[config.mk]
export PLATFORM = sky130hd
export DESIGN_NAME = json_token_scanner_top
export DESIGN_NICKNAME = d
export VERILOG_FILES = /design/src/jts_pkg.sv /design/src/jts_front.sv /design/src/jts_queue.sv /design/src/jts_back.sv /design/src/json_token_scanner_top.sv
export SDC_FILE = /design/constraint.sdc
export NUM_CORES = 1
export LEC_CHECK = 0
export CORE_MARGIN = 2
export CORE_UTILIZATION = 35
export CTS_CLUSTER_SIZE = 16
export DETAILED_ROUTE_END_ITERATION = 8
export DONT_BUFFER_PORTS = 1
export GPL_TIMING_DRIVEN = 0
export PLACE_DENSITY_LB_ADDON = 0.05
export SETUP_SLACK_MARGIN = 0.1
export SLEW_MARGIN = 10
export SYNTH_ARGS = -nofsm -noshare
export SYNTH_HDL_FRONTEND = slang
export SYNTH_HIERARCHICAL = 1
export SYNTH_SLANG_ARGS = --single-unit
[constraint.sdc]
create_clock -name clk -period 8.4 [get_ports clk]
set_clock_uncertainty 0.05 [all_clocks]
set_input_delay 1.68 -clock clk [delete_from_list [all_inputs] [get_ports clk]]
set_output_delay 1.68 -clock clk [all_outputs]
set_load 0.02 [all_outputs]
[src/jts_pkg.sv]
// Shared types and constants for the JSON token scanner.
// Token and queue record types, position width, queue depth.
// No dependencies.
`timescale 1ns / 1ps
`default_nettype none

package jts_pkg;

	localparam int POSITION_BITS = 16;
	// offsets never exceed 16 bits, so the counters are capped at that width
	localparam int POS_W = (POSITION_BITS < 16) ? POSITION_BITS : 16;

	localparam int QDEPTH = 4;
	localparam int QPTR_W = $clog2(QDEPTH);

	typedef logic [POS_W-1:0] pos_t;

	typedef enum logic [3:0] {
		CL_STRING = 4'd0,
		CL_INT    = 4'd1,
		CL_FLOAT  = 4'd2,
		CL_TRUE   = 4'd3,
		CL_FALSE  = 4'd4,
		CL_NULL   = 4'd5,
		CL_LBRACE = 4'd6,
		CL_RBRACE = 4'd7,
		CL_LBRACK = 4'd8,
		CL_RBRACK = 4'd9,
		CL_COMMA  = 4'd10,
		CL_COLON  = 4'd11,
		CL_SPACE  = 4'd12,
		CL_END    = 4'd13,
		CL_ERROR  = 4'd14
	} tok_class_t;

	typedef struct packed {
		tok_class_t  cls;
		logic [15:0] start;
		logic [15:0] len;
	} tok_t;

	// all tokens caused by one byte; t1 is used only when two is set
	typedef struct packed {
		logic two;
		tok_t t0;
		tok_t t1;
	} step_t;

	typedef struct packed {
		logic  push;
		step_t step;
	} q_wr_t;

	function automatic logic [15:0] ext16(input pos_t v);
		logic [15:0] r;
		r = '0;
		r[POS_W-1:0] = v;
		return r;
	endfunction

endpackage

`default_nettype wire

[src/jts_front.sv]
// Scanner front end: accepts bytes, runs the token automaton, builds the
// token records of each byte and pushes them into the queue.
// Depends on jts_pkg.
`timescale 1ns / 1ps
`default_nettype none

module jts_front (
	input  wire logic           clk,
	input  wire logic           arst_n,
	input  wire logic           in_valid,
	output logic                in_stall,
	input  wire logic [7:0]     input_byte,
	input  wire logic           cfg_valid,
	output logic                cfg_ready,
	input  wire logic           cfg_data,
	input  wire logic           q_full,
	output jts_pkg::q_wr_t      q_wr,
	output logic                halted
);
	import jts_pkg::*;

	typedef enum logic [5:0] {
		S_START   = 6'd0,
		S_STR     = 6'd2,
		S_COMMA   = 6'd3,
		S_MINUS   = 6'd4,
		S_ZERO    = 6'd5,
		S_INT     = 6'd6,
		S_COLON   = 6'd7,
		S_LBRK    = 6'd8,
		S_RBRK    = 6'd9,
		S_F       = 6'd10,
		S_N       = 6'd11,
		S_T       = 6'd12,
		S_LBRC    = 6'd13,
		S_RBRC    = 6'd14,
		S_WS      = 6'd15,
		S_STR_END = 6'd16,
		S_ESC     = 6'd17,
		S_FRAC    = 6'd18,
		S_EXP     = 6'd19,
		S_FA      = 6'd20,
		S_NU      = 6'd21,
		S_TR      = 6'd22,
		S_U0      = 6'd23,
		S_EXPS    = 6'd24,
		S_EXPD    = 6'd25,
		S_FAL     = 6'd26,
		S_NUL     = 6'd27,
		S_TRU     = 6'd28,
		S_U1      = 6'd29,
		S_FALS    = 6'd30,
		S_NULL    = 6'd31,
		S_TRUE    = 6'd32,
		S_U2      = 6'd33,
		S_FALSE   = 6'd34,
		S_U3      = 6'd35,
		S_HALT    = 6'd63
	} scan_t;

	typedef struct packed {
		logic  ok;
		scan_t st;
	} nxt_t;

	typedef struct packed {
		logic       acc;
		tok_class_t cls;
	} acc_t;

	localparam logic [7:0] CH_NUL    = 8'h00;
	localparam logic [7:0] CH_TAB    = 8'h09;
	localparam logic [7:0] CH_LF     = 8'h0a;
	localparam logic [7:0] CH_SPACE  = 8'h20;
	localparam logic [7:0] CH_QUOTE  = 8'd34;
	localparam logic [7:0] CH_PLUS   = 8'h2b;
	localparam logic [7:0] CH_COMMA  = 8'h2c;
	localparam logic [7:0] CH_MINUS  = 8'h2d;
	localparam logic [7:0] CH_DOT    = 8'd46;
	localparam logic [7:0] CH_SLASH  = 8'h2f;
	localparam logic [7:0] CH_ZERO   = 8'h30;
	localparam logic [7:0] CH_ONE    = 8'h31;
	localparam logic [7:0] CH_NINE   = 8'h39;
	localparam logic [7:0] CH_COLON  = 8'h3a;
	localparam logic [7:0] CH_UA     = 8'h41;
	localparam logic [7:0] CH_EUP    = 8'd69;
	localparam logic [7:0] CH_UF     = 8'h46;
	localparam logic [7:0] CH_LBRK   = 8'h5b;
	localparam logic [7:0] CH_BSLASH = 8'd92;
	localparam logic [7:0] CH_RBRK   = 8'h5d;
	localparam logic [7:0] CH_LA     = 8'h61;
	localparam logic [7:0] CH_LB     = 8'h62;
	localparam logic [7:0] CH_ELOW   = 8'd101;
	localparam logic [7:0] CH_LF_    = 8'h66;
	localparam logic [7:0] CH_LL     = 8'h6c;
	localparam logic [7:0] CH_LN     = 8'h6e;
	localparam logic [7:0] CH_LR     = 8'h72;
	localparam logic [7:0] CH_LS     = 8'h73;
	localparam logic [7:0] CH_LT     = 8'h74;
	localparam logic [7:0] CH_U      = 8'd117;
	localparam logic [7:0] CH_LBRC   = 8'h7b;
	localparam logic [7:0] CH_RBRC   = 8'h7d;

	localparam pos_t POS_MAX = '1;

	function automatic logic is_digit(input logic [7:0] c);
		return (c >= CH_ZERO) && (c <= CH_NINE);
	endfunction

	function automatic logic is_hex(input logic [7:0] c);
		return is_digit(c) || ((c >= CH_UA) && (c <= CH_UF)) ||
			((c >= CH_LA) && (c <= CH_LF_));
	endfunction

	function automatic logic is_ws(input logic [7:0] c);
		return (c == CH_TAB) || (c == CH_LF) || (c == CH_SPACE);
	endfunction

	function automatic logic is_exp(input logic [7:0] c);
		return (c == CH_EUP) || (c == CH_ELOW);
	endfunction

	function automatic nxt_t next_state(input scan_t s, input logic [7:0] c);
		nxt_t r;
		r.ok = 1'b1;
		r.st = S_START;
		unique case (s)
			S_START: begin
				if (is_ws(c))                              r.st = S_WS;
				else if (c == CH_QUOTE)                    r.st = S_STR;
				else if (c == CH_COMMA)                    r.st = S_COMMA;
				else if (c == CH_MINUS)                    r.st = S_MINUS;
				else if (c == CH_ZERO)                     r.st = S_ZERO;
				else if (c >= CH_ONE && c <= CH_NINE)      r.st = S_INT;
				else if (c == CH_COLON)                    r.st = S_COLON;
				else if (c == CH_LBRK)                     r.st = S_LBRK;
				else if (c == CH_RBRK)                     r.st = S_RBRK;
				else if (c == CH_LF_)                      r.st = S_F;
				else if (c == CH_LN)                       r.st = S_N;
				else if (c == CH_LT)                       r.st = S_T;
				else if (c == CH_LBRC)                     r.st = S_LBRC;
				else if (c == CH_RBRC)                     r.st = S_RBRC;
				else                                       r.ok = 1'b0;
			end
			S_STR: begin
				if (c == CH_QUOTE)       r.st = S_STR_END;
				else if (c == CH_BSLASH) r.st = S_ESC;
				else                     r.st = S_STR;
			end
			S_MINUS: begin
				if (c == CH_ZERO)                     r.st = S_ZERO;
				else if (c >= CH_ONE && c <= CH_NINE) r.st = S_INT;
				else                                  r.ok = 1'b0;
			end
			S_ZERO: begin
				if (c == CH_DOT)    r.st = S_FRAC;
				else if (is_exp(c)) r.st = S_EXP;
				else                r.ok = 1'b0;
			end
			S_INT: begin
				if (c == CH_DOT)      r.st = S_FRAC;
				else if (is_digit(c)) r.st = S_INT;
				else if (is_exp(c))   r.st = S_EXP;
				else                  r.ok = 1'b0;
			end
			S_F: begin r.st = S_FA; r.ok = (c == CH_LA); end
			S_N: begin r.st = S_NU; r.ok = (c == CH_U); end
			S_T: begin r.st = S_TR; r.ok = (c == CH_LR); end
			S_WS: begin r.st = S_WS; r.ok = is_ws(c); end
			S_ESC: begin
				if (c == CH_QUOTE || c == CH_SLASH || c == CH_BSLASH || c == CH_LB ||
					c == CH_LF_ || c == CH_LN || c == CH_LR || c == CH_LT) begin
					r.st = S_STR;
				end else if (c == CH_U) begin
					r.st = S_U0;
				end else begin
					r.ok = 1'b0;
				end
			end
			S_FRAC: begin
				if (is_digit(c))    r.st = S_FRAC;
				else if (is_exp(c)) r.st = S_EXP;
				else                r.ok = 1'b0;
			end
			S_EXP: begin
				if (c == CH_PLUS || c == CH_MINUS) r.st = S_EXPS;
				else if (is_digit(c))              r.st = S_EXPD;
				else                               r.ok = 1'b0;
			end
			S_FA:   begin r.st = S_FAL;   r.ok = (c == CH_LL); end
			S_NU:   begin r.st = S_NUL;   r.ok = (c == CH_LL); end
			S_TR:   begin r.st = S_TRU;   r.ok = (c == CH_U); end
			S_U0:   begin r.st = S_U1;    r.ok = is_hex(c); end
			S_EXPS: begin r.st = S_EXPD;  r.ok = is_digit(c); end
			S_EXPD: begin r.st = S_EXPD;  r.ok = is_digit(c); end
			S_FAL:  begin r.st = S_FALS;  r.ok = (c == CH_LS); end
			S_NUL:  begin r.st = S_NULL;  r.ok = (c == CH_LL); end
			S_TRU:  begin r.st = S_TRUE;  r.ok = (c == CH_ELOW); end
			S_U1:   begin r.st = S_U2;    r.ok = is_hex(c); end
			S_FALS: begin r.st = S_FALSE; r.ok = (c == CH_ELOW); end
			S_U2:   begin r.st = S_U3;    r.ok = is_hex(c); end
			S_U3:   begin r.st = S_STR;   r.ok = is_hex(c); end
			default: r.ok = 1'b0;
		endcase
		return r;
	endfunction

	function automatic acc_t class_of(input scan_t s);
		acc_t r;
		r.acc = 1'b1;
		r.cls = CL_ERROR;
		unique case (s)
			S_COMMA:            r.cls = CL_COMMA;
			S_ZERO, S_INT:      r.cls = CL_INT;
			S_COLON:            r.cls = CL_COLON;
			S_LBRK:             r.cls = CL_LBRACK;
			S_RBRK:             r.cls = CL_RBRACK;
			S_LBRC:             r.cls = CL_LBRACE;
			S_RBRC:             r.cls = CL_RBRACE;
			S_WS:               r.cls = CL_SPACE;
			S_STR_END:          r.cls = CL_STRING;
			S_FRAC, S_EXPD:     r.cls = CL_FLOAT;
			S_NULL:             r.cls = CL_NULL;
			S_TRUE:             r.cls = CL_TRUE;
			S_FALSE:            r.cls = CL_FALSE;
			default:            r.acc = 1'b0;
		endcase
		return r;
	endfunction

	function automatic logic closes(input scan_t s);
		return s inside {S_COMMA, S_COLON, S_LBRK, S_RBRK, S_LBRC, S_RBRC,
			S_STR_END, S_NULL, S_TRUE, S_FALSE};
	endfunction

	scan_t state_q, state_n;
	pos_t  pos_q, pos_n, beg_q, beg_n, after;
	logic  skip_q;
	logic  accept;
	logic  ta_v, tb_v, a_keep, b_keep, rescan;
	tok_t  ta, tb;
	nxt_t  nx, nx0;
	acc_t  ac, ac0, acn;

	assign in_stall  = q_full;
	assign cfg_ready = 1'b1;
	assign accept    = in_valid && !in_stall;
	assign halted    = (state_q == S_HALT);
	assign after     = (pos_q == POS_MAX) ? POS_MAX : pos_q + pos_t'(1);

	always_comb begin
		nx      = next_state(state_q, input_byte);
		ac      = class_of(state_q);
		nx0     = next_state(S_START, input_byte);
		ac0     = class_of(nx0.st);
		acn     = class_of(nx.st);
		ta_v    = 1'b0;
		tb_v    = 1'b0;
		ta      = '{cls: CL_ERROR, start: ext16(beg_q), len: ext16(pos_t'(pos_q - beg_q))};
		tb      = '{cls: CL_END, start: ext16(pos_q), len: '0};
		rescan  = 1'b0;
		state_n = state_q;
		pos_n   = after;
		beg_n   = beg_q;
		if (input_byte == CH_NUL) begin
			// end of input: flush the pending token and restart at offset zero
			if (state_q == S_START) begin
				tb_v = 1'b1;
			end else if (state_q != S_HALT) begin
				ta_v = 1'b1;
				if (ac.acc) begin
					ta.cls = ac.cls;
					tb_v   = 1'b1;
				end
			end
			state_n = S_START;
			pos_n   = '0;
			beg_n   = '0;
		end else if (state_q == S_HALT) begin
			pos_n = pos_q;
		end else begin
			if (state_q == S_START) begin
				rescan = 1'b1;
			end else if (nx.ok) begin
				if (closes(nx.st)) begin
					ta_v    = 1'b1;
					ta.cls  = acn.cls;
					ta.len  = ext16(pos_t'(after - beg_q));
					state_n = S_START;
				end else begin
					state_n = nx.st;
				end
			end else if (!ac.acc) begin
				ta_v    = 1'b1;
				ta.len  = ext16(pos_t'(after - beg_q));
				state_n = S_HALT;
			end else begin
				ta_v   = 1'b1;
				ta.cls = ac.cls;
				rescan = 1'b1;
			end
			if (rescan) begin
				beg_n    = pos_q;
				tb.start = ext16(pos_q);
				tb.len   = ext16(pos_t'(after - pos_q));
				if (!nx0.ok) begin
					tb_v    = 1'b1;
					tb.cls  = CL_ERROR;
					state_n = S_HALT;
				end else if (closes(nx0.st)) begin
					tb_v    = 1'b1;
					tb.cls  = ac0.cls;
					state_n = S_START;
				end else begin
					state_n = nx0.st;
				end
			end
		end
	end

	// drop whitespace tokens when configured, then pack into the record
	assign a_keep = ta_v && !(ta.cls == CL_SPACE && skip_q);
	assign b_keep = tb_v && !(tb.cls == CL_SPACE && skip_q);

	always_comb begin
		q_wr.push    = accept && (a_keep || b_keep);
		q_wr.step.two = a_keep && b_keep;
		q_wr.step.t0 = a_keep ? ta : tb;
		q_wr.step.t1 = tb;
	end

	always_ff @(posedge clk or negedge arst_n) begin
		if (!arst_n) begin
			state_q <= S_START;
			pos_q   <= '0;
			beg_q   <= '0;
			skip_q  <= 1'b1;
		end else begin
			if (accept) begin
				state_q <= state_n;
				pos_q   <= pos_n;
				beg_q   <= beg_n;
			end
			if (cfg_valid && cfg_ready) begin
				skip_q <= cfg_data;
			end
		end
	end

endmodule

`default_nettype wire

[src/jts_queue.sv]
// Short queue of per-byte token records between scanner front and back end.
// Register array with read and write pointers. Depends on jts_pkg.
`timescale 1ns / 1ps
`default_nettype none

module jts_queue (
	input  wire logic            clk,
	input  wire logic            arst_n,
	input  wire jts_pkg::q_wr_t  wr,
	output logic                 full,
	output logic                 head_valid,
	output jts_pkg::step_t       head,
	input  wire logic            pop
);
	import jts_pkg::*;

	step_t             mem_q [QDEPTH];
	logic [QPTR_W-1:0] wr_ptr_q, rd_ptr_q;
	logic [QPTR_W:0]   count_q;
	logic              do_push, do_pop;

	assign full       = (count_q == (QPTR_W+1)'(QDEPTH));
	assign head_valid = (count_q != '0);
	assign head       = mem_q[rd_ptr_q];
	assign do_push    = wr.push && !full;
	assign do_pop     = pop && head_valid;

	always_ff @(posedge clk) begin
		if (do_push) begin
			mem_q[wr_ptr_q] <= wr.step;
		end
	end

	always_ff @(posedge clk or negedge arst_n) begin
		if (!arst_n) begin
			wr_ptr_q <= '0;
			rd_ptr_q <= '0;
			count_q  <= '0;
		end else begin
			if (do_push) begin
				wr_ptr_q <= (wr_ptr_q == QPTR_W'(QDEPTH - 1)) ? '0 : wr_ptr_q + 1'b1;
			end
			if (do_pop) begin
				rd_ptr_q <= (rd_ptr_q == QPTR_W'(QDEPTH - 1)) ? '0 : rd_ptr_q + 1'b1;
			end
			count_q <= count_q + (QPTR_W+1)'(do_push) - (QPTR_W+1)'(do_pop);
		end
	end

endmodule

`default_nettype wire

[src/jts_back.sv]
// Scanner back end: pops token records and delivers their tokens one per
// transaction through the output register. Depends on jts_pkg.
`timescale 1ns / 1ps
`default_nettype none

module jts_back (
	input  wire logic            clk,
	input  wire logic            arst_n,
	input  wire logic            head_valid,
	input  wire jts_pkg::step_t  head,
	output logic                 pop,
	output logic                 out_valid,
	input  wire logic            out_stall,
	output logic [3:0]           token_class,
	output logic [15:0]          token_start,
	output logic [15:0]          token_length,
	output logic                 last_of_run,
	output logic                 pending
);
	import jts_pkg::*;

	logic out_valid_q, pend_q, last_q, out_free;
	tok_t out_tok_q, pend_tok_q;

	assign out_free = !out_valid_q || !out_stall;
	assign pop      = out_free && !pend_q && head_valid;

	assign out_valid    = out_valid_q;
	assign token_class  = out_tok_q.cls;
	assign token_start  = out_tok_q.start;
	assign token_length = out_tok_q.len;
	assign last_of_run  = last_q;
	assign pending      = pend_q;

	always_ff @(posedge clk) begin
		if (out_free) begin
			if (pend_q) begin
				out_tok_q <= pend_tok_q;
				last_q    <= 1'b1;
			end else begin
				out_tok_q  <= head.t0;
				last_q     <= !head.two;
				pend_tok_q <= head.t1;
			end
		end
	end

	always_ff @(posedge clk or negedge arst_n) begin
		if (!arst_n) begin
			out_valid_q <= 1'b0;
			pend_q      <= 1'b0;
		end else if (out_free) begin
			if (pend_q) begin
				out_valid_q <= 1'b1;
				pend_q      <= 1'b0;
			end else begin
				// hold the second token of a two-token byte for the next transaction
				out_valid_q <= head_valid;
				pend_q      <= head_valid && head.two;
			end
		end
	end

endmodule

`default_nettype wire

[src/json_token_scanner_top.sv]
// JSON token scanner: one byte per cycle while in_stall is low.
// Path: a byte's token record passes through the record queue, then the output register.
// Throughput: one byte per cycle while the 4-entry record queue has room;
// the output delivers one token per cycle while out_stall is low, and a two-token byte gives two tokens.
// Reset: automaton at start state, offsets zero, queue empty, skip_whitespace 1.
// Depends on jts_pkg, jts_front, jts_queue, jts_back.
`timescale 1ns / 1ps
`default_nettype none

module json_token_scanner_top (
	input  wire logic        clk,
	input  wire logic        arst_n,
	input  wire logic        in_valid,
	output logic             in_stall,
	input  wire logic [7:0]  input_byte,
	input  wire logic        cfg_valid,
	output logic             cfg_ready,
	input  wire logic        cfg_data,
	output logic             out_valid,
	input  wire logic        out_stall,
	output logic [3:0]       token_class,
	output logic [15:0]      token_start,
	output logic [15:0]      token_length,
	output logic             last_of_run
);
	import jts_pkg::*;

	q_wr_t q_wr;
	step_t head;
	logic  q_full, head_valid, pop, halted, pending;

	jts_front u_front (
		.clk        (clk),
		.arst_n     (arst_n),
		.in_valid   (in_valid),
		.in_stall   (in_stall),
		.input_byte (input_byte),
		.cfg_valid  (cfg_valid),
		.cfg_ready  (cfg_ready),
		.cfg_data   (cfg_data),
		.q_full     (q_full),
		.q_wr       (q_wr),
		.halted     (halted)
	);

	jts_queue u_queue (
		.clk        (clk),
		.arst_n     (arst_n),
		.wr         (q_wr),
		.full       (q_full),
		.head_valid (head_valid),
		.head       (head),
		.pop        (pop)
	);

	jts_back u_back (
		.clk          (clk),
		.arst_n       (arst_n),
		.head_valid   (head_valid),
		.head         (head),
		.pop          (pop),
		.out_valid    (out_valid),
		.out_stall    (out_stall),
		.token_class  (token_class),
		.token_start  (token_start),
		.token_length (token_length),
		.last_of_run  (last_of_run),
		.pending      (pending)
	);

	// a held second token always sits behind a visible first one
	a_pend_valid: assert property (@(posedge clk) disable iff (!arst_n)
		pending |-> out_valid)
		else $error("second token pending without a valid output");

	a_not_last: assert property (@(posedge clk) disable iff (!arst_n)
		(out_valid && !last_of_run) |-> pending)
		else $error("non-final token without a pending successor");

	a_halt_quiet: assert property (@(posedge clk) disable iff (!arst_n)
		(halted && in_valid && !in_stall && input_byte != 8'h00) |-> !q_wr.push)
		else $error("halted scanner produced a token");

	a_pop_ok: assert property (@(posedge clk) disable iff (!arst_n)
		pop |-> (head_valid && !pending))
		else $error("queue popped while empty or with a token pending");

endmodule

`default_nettype wire

==> impl_metrics.ini, run 1 <==
[synthesis]
synth_top_area_cell = edfxtp_1
synth.net_count = 1482
yosysWarnings = 6
ys_ff_latch = 413
synth-seq-area-share_pct = 59.7
synth_edf_count = 365
synthArstFlopShare_pct = 11.6
synthCells = 1419
synth.top_cell.area_share_pct = 53.8
synth_area_leaders = edfxtp_1, mux4_2, dfrtp_1
syn_area_per_cell_um2 = 14.4
syn-cell-area_um2 = 20400
yosysMostFrequentCell = edfxtp_1
synthTopCellsByCount = edfxtp_1, nand2_1, mux4_2, nor2_1, inv_1
ys.flop_type = edfxtp_1
ys_types = 102

[timing]
hold_viol_final = 0
holdWs_ps = 427
grt_setup_unrepaired = no
relSlewSlack_pct = 29.0
finalSetupViolCount = 0
min_period_over_period_pct = 85.3
period_minus_slack_ps = 7160
fmax_ghz = 0.140
worst_pin_slew_ps = 1050
maxSlewViolCount = 0

[final_layout]
multi_input_area_um2 = 7610
n_fill_cell = 5387
nNetsFinal = 1539
utilization_pct = 39.9
regArea_um2 = 12200
drive_above_1_share_pct = 19.0
syn_to_final_growth_pct = 12.9

[floorplanning]
core_um2 = 57600
ios = 54
die_h_um = 245
fp.dieArea_um2 = 60100
fp-row-count = 88
initial_core_util_pct = 35.4
die_w_um = 245

[drt]
num_vias = 12500
post_drt_via_cell_ratio = 5.48
drtIter0Drc = 835
met3_length_mm = 2.51
dr.pass1.iters = 5
routed_wl_mm = 57.8
drt-met1-wl_mm = 27.8
wl_per_cell_um = 25.3
ant_nets = 0
drc = 0
met2_length_mm = 26.1
top_layer = met4

[global_routing]
grt_overflow = 0
grt_usage_pct = 19.5
grt_max_degree = 49
grt_pass1_vias = 12954
grt_pass1_wl_mm = 86.1
antenna_found_initial = 0

[pwr]
p_per_area_nw_per_um2 = 450
vdd_drop_max_v = 0.000191
p_leak_nw = 7.99

[clocking]
clock_latency_ps = 590
htreeDepth = 2
cts_tree = yes
clkSinkCount = 413
holdBufCountCts = 0
tritoncts.num_buffers = 47
clkTransAtPathRegs_ps = 60
cts-root-buf = clkbuf_16
cts_setup_buffers = 0
cts_resized = 0
cts.path.max_buffers = 3

[critical_path]
crit_type = in2reg
cp.arrival_ps = 7380
cp_max_fo = 42
r2r_cells = 19
r2r_slack_ps = 1780
cp-end-kind = flip-flop
r2r_start = u_front/pos_q[0]
crit_path_start_kind = input port
crit_required_ps = 8620
r2r_end = u_queue/mem_q[2][51]

[hold_path]
worst_hold_path_type = reg2reg
worstHoldEndpoint = u_front/beg_q[8]
hold_depth = 2
min-delay-start = u_front/beg_q[8]

[run_status]
outcome = finished clean

[place]
place_congestion = 0.868
io_buffers = 0
dp_hpwl_mm = 40.2

[flow_run]
maxCapViolations = 0
==> cells by family (layout without fill, tap and decap cells) <==
group / Yosys count / after routing / synth area share, %
adders and majority gates: 50 / 50 / 3.18
muxes: 162 / 162 / 13.1
xor gates and xnor gates: 46 / 46 / 1.98
AOI/OAI and AO/OA: 248 / 248 / 8.74
buffers and inverters: 128 / 222 / 3.15
other: 1 / 2 / 0.0184
and+or+nand+nor: 371 / 371 / 10.1
DFF: 413 / 413 / 59.7
==> through the flow <==
| step | instance area [um2] | total power [mW] | worst slack (ps) | std cells | setup TNS, ps |
|---|---|---|---|---|---|
| final | 23000 | 10.3 | 1240 | 2279 | 0 |
| after global routing | 23000 | 11.0 | 846 | 2278 | 0 |
| after CTS | 23000 | 10.5 | 1310 | 2278 | 0 |
| after detailed placement | 21600 | 8.50 | 695 | 2192 | 0 |
| after global placement | 21300 | 8.46 | -1840 | 2184 | -520230 |
| after floorplan | 20400 | 6.94 | 1350 | 1419 | 0 |
==> critical path, cell delays in order <==
cell      delay [ps]
buf_2            170
buf_2            220
buf_2            270
nor2_1            80
a22oi_1          170
o21ai_0          160
a311oi_1         560
nand4b_2         280
o21ai_0          780
nand2_1          460
clkbuf_1         410
a21oi_1          260
nor2_1           110
a21oi_1          540
and3_4           860
buf_16           290
==> registers in the layout, indices dropped and copies added, names as in the netlist, 2 cells and up <==
name                 cells
u_queue/count_q          3
u_back/token_class       4
u_back/token_length     16
u_queue/mem_q          292
u_queue/wr_ptr_q         2
u_back/pend_tok_q       36
u_front/state_q          6
u_front/pos_q           16
u_front/beg_q           16
u_queue/rd_ptr_q         2
u_back/token_start      16
==> where the power goes <==
part / leakage [nW] / switching [mW] / internal, mW / total [mW]
clock: 0.691 / 0.838 / 1.08 / 1.92
sequential: 4.02 / 0.348 / 3.43 / 3.78
combinational: 3.27 / 2.77 / 1.88 / 4.64
total: 7.99 / 3.95 / 6.39 / 10.3
==> cell usage in the layout, fill, tap and decap left out, types with 14 or more instances in the layout <==
master | netlist | final
edfxtp_1 | 365 | 365
nand2_1 | 90 | 89
mux4_2 | 73 | 73
nor2_1 | 57 | 57
inv_1 | 49 | 49
mux2_2 | 48 | 48
clkbuf_16 | 0 | 47
dfrtp_1 | 47 | 47
a21oi_1 | 46 | 46
ha_1 | 46 | 46
clkbuf_1 | 27 | 41
o21ai_0 | 41 | 41
nand3_1 | 34 | 34
xnor2_1 | 30 | 30
buf_2 | 29 | 29
nor3_1 | 31 | 29
mux2i_1 | 26 | 26
nand2b_1 | 23 | 23
and3_1 | 24 | 20
nor2b_1 | 18 | 18
a22o_1 | 17 | 17
xor2_1 | 16 | 16
o31ai_1 | 16 | 16
mux2_4 | 14 | 14
==> layer usage <==
layer  vias up  global-route usage [%]
met5         -                       0
met1      6452                    28.1
met4         0                    5.52
li1       5697                       -
met3        79                    2.89
met2       272                    30.5
==> layout make-up <==
| type | count | share of cell area [%] |
|---|---|---|
| diodes | 1 | 0.0109 |
| plain buffers | 78 | 1.98 |
| clock buffers | 66 | 5.64 |
| clock inverters | 20 | 0.609 |
| inverters | 50 | 0.816 |
| multi-input cells | 878 | 33.1 |
| flip-flops and latches | 413 | 52.9 |
| well taps | 765 | 4.16 |
| repair buffers | 8 | 0.816 |
==> worst max-delay path by stage <==
stage | from | end | slack (ps) | cells after the start
after detailed placement | input_byte[2] | u_queue/mem_q[1][46] | 700 | 16
after global placement | input_byte[2] | u_queue/mem_q[1][46] | -1840 | 15
after floorplan | input_byte[2] | u_queue/mem_q[3][0] | 1350 | 17
final | input_byte[2] | u_queue/mem_q[3][46] | 1240 | 16
after global routing | input_byte[2] | u_queue/mem_q[3][46] | 850 | 16
after CTS | input_byte[2] | u_queue/mem_q[1][38] | 1310 | 16
(Power assumes the default switching activity.)
==> inputs of run 2 (changes only) <==
--- a/config.mk
+++ b/config.mk
@@ -10,7 +10,6 @@
 export CTS_CLUSTER_SIZE = 16
 export DETAILED_ROUTE_END_ITERATION = 8
 export DONT_BUFFER_PORTS = 1
-export GPL_TIMING_DRIVEN = 0
 export PLACE_DENSITY_LB_ADDON = 0.05
 export SETUP_SLACK_MARGIN = 0.1
 export SLEW_MARGIN = 10
==> impl_metrics.ini, run 2 (synthesized netlist as in run 1, its figures left out) <==
[run_status]
outcome = finished clean

[pwr]
swShare_pct = 37.3
p_leak_nw = 7.82
vdd_drop_max_v = 0.000285
total_power_mw = 10.2
power.internal_mw = 6.40
clockPowerShare_pct = 19.8
combPwrFrac_pct = 41.7
p_sw_mw = 3.81
p_per_area_nw_per_um2 = 450
p_seq_share_pct = 38.4

[drt]
ant_nets = 0
num_vias = 12129
drc = 0
drtIter0Drc = 834
routed_wl_mm = 53.3
post_drt_via_cell_ratio = 5.48
dr.pass1.iters = 5
wl_per_cell_um = 24.1

[floorplanning]
ios = 54
initial_core_util_pct = 35.4
core_um2 = 57600
fp-row-count = 88
fp.dieArea_um2 = 60100
die_h_um = 245
die_w_um = 245

[clocking]
cts.path.max_buffers = 3
htreeDepth = 2
clock_latency_ps = 580
cts_setup_buffers = 0
cts-root-buf = clkbuf_16
clkTransAtPathRegs_ps = 60
holdBufCountCts = 0
clkSinkCount = 413
cts_resized = 0
cts_tree = yes
tritoncts.num_buffers = 47

[timing]
relSlewSlack_pct = 27.0
maxSlewViolCount = 0
min_period_over_period_pct = 71.3
setup_tns_ps = 0
finalSetupViolCount = 0
hold_viol_final = 0
grt_setup_unrepaired = no
worst_pin_slew_ps = 1100
fmax_ghz = 0.167
period_minus_slack_ps = 5990

[hold_path]
worst_hold_path_type = reg2reg

[final_layout]
top_regs = u_queue/mem_q x292, u_back/pend_tok_q x36
largest_reg_flops = 292
nNetsFinal = 1473
top_register = u_queue/mem_q
most-common-layout-cells = edfxtp_1, nand2_1, mux4_2, nor2_1
drive_above_1_share_pct = 18.3
syn_to_final_growth_pct = 11.3
layoutNonFillerInstCount = 2214
final_common_cell = edfxtp_1
diodes = 0

[global_routing]
grt_pass1_wl_mm = 81.2
antenna_found_initial = 1
grt_overflow = 0
use_met3_pct = 2.60
grt_pass1_vias = 12514
grt_usage_pct = 17.9
grt_busiest_layer = met2
use_met2_pct = 28.4
grt_max_degree = 49
grt_use_met1_pct = 26.1

[critical_path]
crit_path_start_kind = input port
cpMaxStageDelayCell = and3_4
crit_top_cell = and3_1
crit_type = in2reg
cp-end-kind = flip-flop
crit_chain = nand4bb_1 > or4_1 > and3_1 > a21o_1 > and3_1 > maj3_2 > nor3b_1 > a2111oi_1 > o31ai_2 > o311ai_4 > a21oi_1 > and3_4 > buf_12
critPathMaxStageDelay_ps = 770
cp.arrival_ps = 6180
cp_max_fo = 38
crit_required_ps = 8590

[flow_run]
maxCapViolations = 0

[place]
dpl.cell_count = 2126
dp_hpwl_mm = 34.5
place_congestion = 0.829
io_buffers = 0
-- run 2: cell types whose count changed in the layout (fill, tap and decap cells not counted), moves of 2 or more --
cell | before | now
clkbuf_1 | 41 | 10
buf_2 | 29 | 0
buf_6 | 12 | 0
buf_4 | 5 | 16
clkinv_2 | 3 | 10
buf_16 | 5 | 0
buf_1 | 4 | 0
bufinv_16 | 0 | 3
dfrtp_1 | 47 | 44
clkbuf_16 | 47 | 49
clkinv_1 | 11 | 9
dfrtp_4 | 0 | 2
-- run 2: layout make-up --
type	instances	area, um2
repair buffers	20	200
flip-flops and latches	413	12200
clock inverters	25	214
inverters	50	188
clock buffers	63	1320
fillers	5353	34900
multi-input cells	878	7620
well taps	765	957
-- run 2: path summary, 6_finish.rpt --
path	from	to	slack, ps	cells after the start
worst max-delay path	input_byte[6]	u_queue/mem_q[1][70]	2410	13
worst min-delay path	u_front/beg_q[9]	u_front/beg_q[9]	430	2
worst max register to register	u_front/pos_q[0]	u_queue/mem_q[1][51]	2440	16
worst min register to register	u_front/beg_q[9]	u_front/beg_q[9]	430	2
max in group asynchronous	arst_n	u_front/skip_q	7280	0
min in group asynchronous	arst_n	u_front/beg_q[3]	750	0
-- run 2: critical path: cells and delay by family --
family / cells / cell delay, ps
AND/OR/NAND/NOR: 6 / 2280
adder cells (fa/ha/maj): 1 / 310
AO/OA/AOI/OAI: 5 / 1470
buffers and inverters: 1 / 340
-- run 2: power groups by stage --
stage               clock (mW)  combinational [mW]  sequential, mW
floorplan                    0                3.18            3.76
global placement             0                4.28            3.97
detailed placement           0                4.29            3.98
CTS                       2.09                4.31            3.94
global route              2.17                4.66            4.01
finish                    2.02                4.26            3.92
-- run 2: metal layers --
layer  part of all wire, %  vias up
li1                      -     5555
met5                     0        -
met1                    49     6251
met3                   3.6       71
met4                   1.8        0
met2                    46      252
-- run 2: through the flow --
step	cell area [um2]	setup slack, ps	hold slack [ps]	util, %
global route	22700	1960	449	39.4
CTS	22700	2400	430	39.4
floorplan	20400	1350	399	-
finish	22700	2410	427	39.4
detailed placement	21100	1820	416	36.7
global placement	21100	1820	409	36.7
==> inputs of run 3 (changes only) <==
--- a/config.mk
+++ b/config.mk
@@ -5,6 +5,7 @@
 export SDC_FILE = /design/constraint.sdc
 export NUM_CORES = 1
 export LEC_CHECK = 0
+export ABC_AREA = 1
 export CORE_MARGIN = 2
 export CORE_UTILIZATION = 35
 export CTS_CLUSTER_SIZE = 16
==> constraint.sdc (replaced) <==
create_clock -name clk -period 5.9 [get_ports clk]
set_clock_uncertainty 0.05 [all_clocks]
set_input_delay 1.18 -clock clk [delete_from_list [all_inputs] [get_ports clk]]
set_output_delay 1.18 -clock clk [all_outputs]
set_load 0.02 [all_outputs]
==> impl_metrics.ini, run 3 <==
[synthesis]
synthCells = 2298
synth_top_area_cell = edfxtp_1
syn_area_per_cell_um2 = 9.39
synthArstFlopShare_pct = 11.6
yosysMostFrequentCell = nand2_1
synth.top_cell.area_share_pct = 50.8
ys_ff_latch = 413
synthTopCellsByCount = nand2_1, edfxtp_1, inv_1, nor2_1, o211ai_1
ys.flop_type = edfxtp_1
synth_area_leaders = edfxtp_1, nand2_1, dfrtp_1
synth.net_count = 2361
synth-seq-area-share_pct = 56.4
yosysWarnings = 6
synth_edf_count = 365
ys_types = 56
syn-cell-area_um2 = 21600

[critical_path]
crit_path_start_kind = flip-flop
crit_required_ps = 6320
cpMaxStageDelayCell = nor2_1
crit_type = reg2reg
crit_top_cell = nand2_1
crit_family = simple AND/OR/NAND/NOR gates
cp.arrival_ps = 5290
critPathMaxStageDelay_ps = 590
cp_max_fo = 17
cp_num_buf_inv = 6
cp-end-kind = flip-flop

[global_routing]
grt_max_degree = 197
grt_usage_pct = 20.2
antenna_found_initial = 4
grt_pass1_vias = 15466
grt_overflow = 0
grt_pass1_wl_mm = 96.8

[clocking]
clock_latency_ps = 590
tritoncts.num_buffers = 47
cts.path.max_buffers = 3
holdBufCountCts = 0
cts_resized = 0
cts_tree = yes
clkTransAtPathRegs_ps = 60
htreeDepth = 2
clkSinkCount = 413
cts-root-buf = clkbuf_16
cts_setup_buffers = 0

[place]
dpl.cell_count = 3039
place_congestion = 0.874
io_buffers = 0
dp_hpwl_mm = 43.2

[timing]
period_minus_slack_ps = 4860
relSlewSlack_pct = 27.6
finalSetupViolCount = 0
worst_pin_slew_ps = 1090
setup_tns_ps = 0
hold_viol_final = 0
grt_setup_unrepaired = no
fmax_ghz = 0.206
maxSlewViolCount = 0
min_period_over_period_pct = 82.4

[final_layout]
most-common-layout-cells = nand2_1, edfxtp_1, inv_1, nor2_1, o211ai_1
syn_to_final_growth_pct = 10.0
n_fill_cell = 6048
top_regs = u_queue/mem_q x292, u_back/pend_tok_q x36
largest_reg_flops = 292
regArea_um2 = 12200
layoutNonFillerInstCount = 3123
diodes = 0
top_register = u_queue/mem_q
drive_above_1_share_pct = 7.33
utilization_pct = 38.7
final_common_cell = nand2_1
nNetsFinal = 2361
multi_input_area_um2 = 7560

[drt]
routed_wl_mm = 63.5
met2_length_mm = 30.1
drtIter0Drc = 1139
drt-met1-wl_mm = 29.9
dr.pass1.iters = 5
drc = 0
post_drt_via_cell_ratio = 5.01
wl_per_cell_um = 20.3
num_vias = 15655
met3_length_mm = 2.23
top_layer = met4
ant_nets = 0

[pwr]
vdd_drop_max_v = 0.000300
p_per_area_nw_per_um2 = 677
total_power_mw = 16.1
p_leak_nw = 10.1

[floorplanning]
die_w_um = 252
die_h_um = 252
ios = 54
fp.dieArea_um2 = 63700
core_um2 = 61400
initial_core_util_pct = 35.2
fp-row-count = 91

[hold_path]
worst_hold_path_type = in2async

[run_status]
outcome = finished clean

[flow_run]
maxCapViolations = 0
-- run 3: changes by cell type in the layout (fill, tap and decap cells not counted), sizes merged, moves of 38 or more --
| cell | change |
|---|---|
| nand2 | +591 |
| inv | +282 |
| o211ai | +143 |
| nor2 | +108 |
| nand3 | +107 |
| mux4 | -73 |
| mux2 | -62 |
| o21ai | +38 |
-- run 3: routing by layer --
layer / up-vias / track usage, %
li1: 7736 / -
met1: 7569 / 27.9
met2: 282 / 33.9
met3: 68 / 2.33
met4: 0 / 4.82
met5: - / 0
-- run 3: cell type report --
| type | count | share of cell area (%) |
|---|---|---|
| flip-flops and latches | 413 | 51.3 |
| multi-input cells | 1471 | 31.8 |
| clock buffers | 67 | 5.35 |
| inverters | 331 | 5.25 |
| well taps | 790 | 4.16 |
| repair buffers | 34 | 1.55 |
| clock inverters | 17 | 0.585 |
-- run 3: kinds of logic (layout without fill, tap and decap cells) --
group | after synthesis | after routing | share of synthesized area, %
AND/OR/NAND/NOR | 1049 | 1049 | 20.2
buffers and inverters | 414 | 449 | 8.78
flip-flops | 413 | 413 | 56.4
AO/OA/AOI/OAI | 340 | 340 | 10.4
adder cells (fa/ha/maj) | 49 | 49 | 2.95
XOR/XNOR | 31 | 31 | 1.26
other | 1 | 1 | 0.0174
multiplexers | 1 | 1 | 0.0522
-- run 3: power breakdown --
group	leakage [nW]	switching (mW)	internal, mW
Clock	0.688	1.18	1.55
Combinational	5.43	5.45	2.13
Sequential	4.03	0.661	5.10
-- run 3: worst paths after layout --
path / end / startpoint / slack [ps] / depth (start not counted)
max: u_queue/count_q[2] / u_front/state_q[1] / 1040 / 25
min: u_queue/rd_ptr_q[1] / arst_n / 250 / 0
max reg2reg: u_queue/count_q[2] / u_front/state_q[1] / 1040 / 25
min reg2reg: u_back/token_start[15] / u_back/pend_tok_q[31] / 460 / 2
max in group asynchronous: u_front/skip_q / arst_n / 5340 / 0
min in group clk: u_back/token_start[15] / u_back/pend_tok_q[31] / 460 / 2
-- run 3: per-stage QoR --
stage          setup WS (ps)  area, um2  hold WS [ps]
5_1_grt                  610      23700           215
3_3_place_gp             628      22300           456
2_1_floorplan           -198      21600           429
4_1_cts                  985      23700           205
6_report                1040      23700           253
3_5_place_dp             609      22300           451
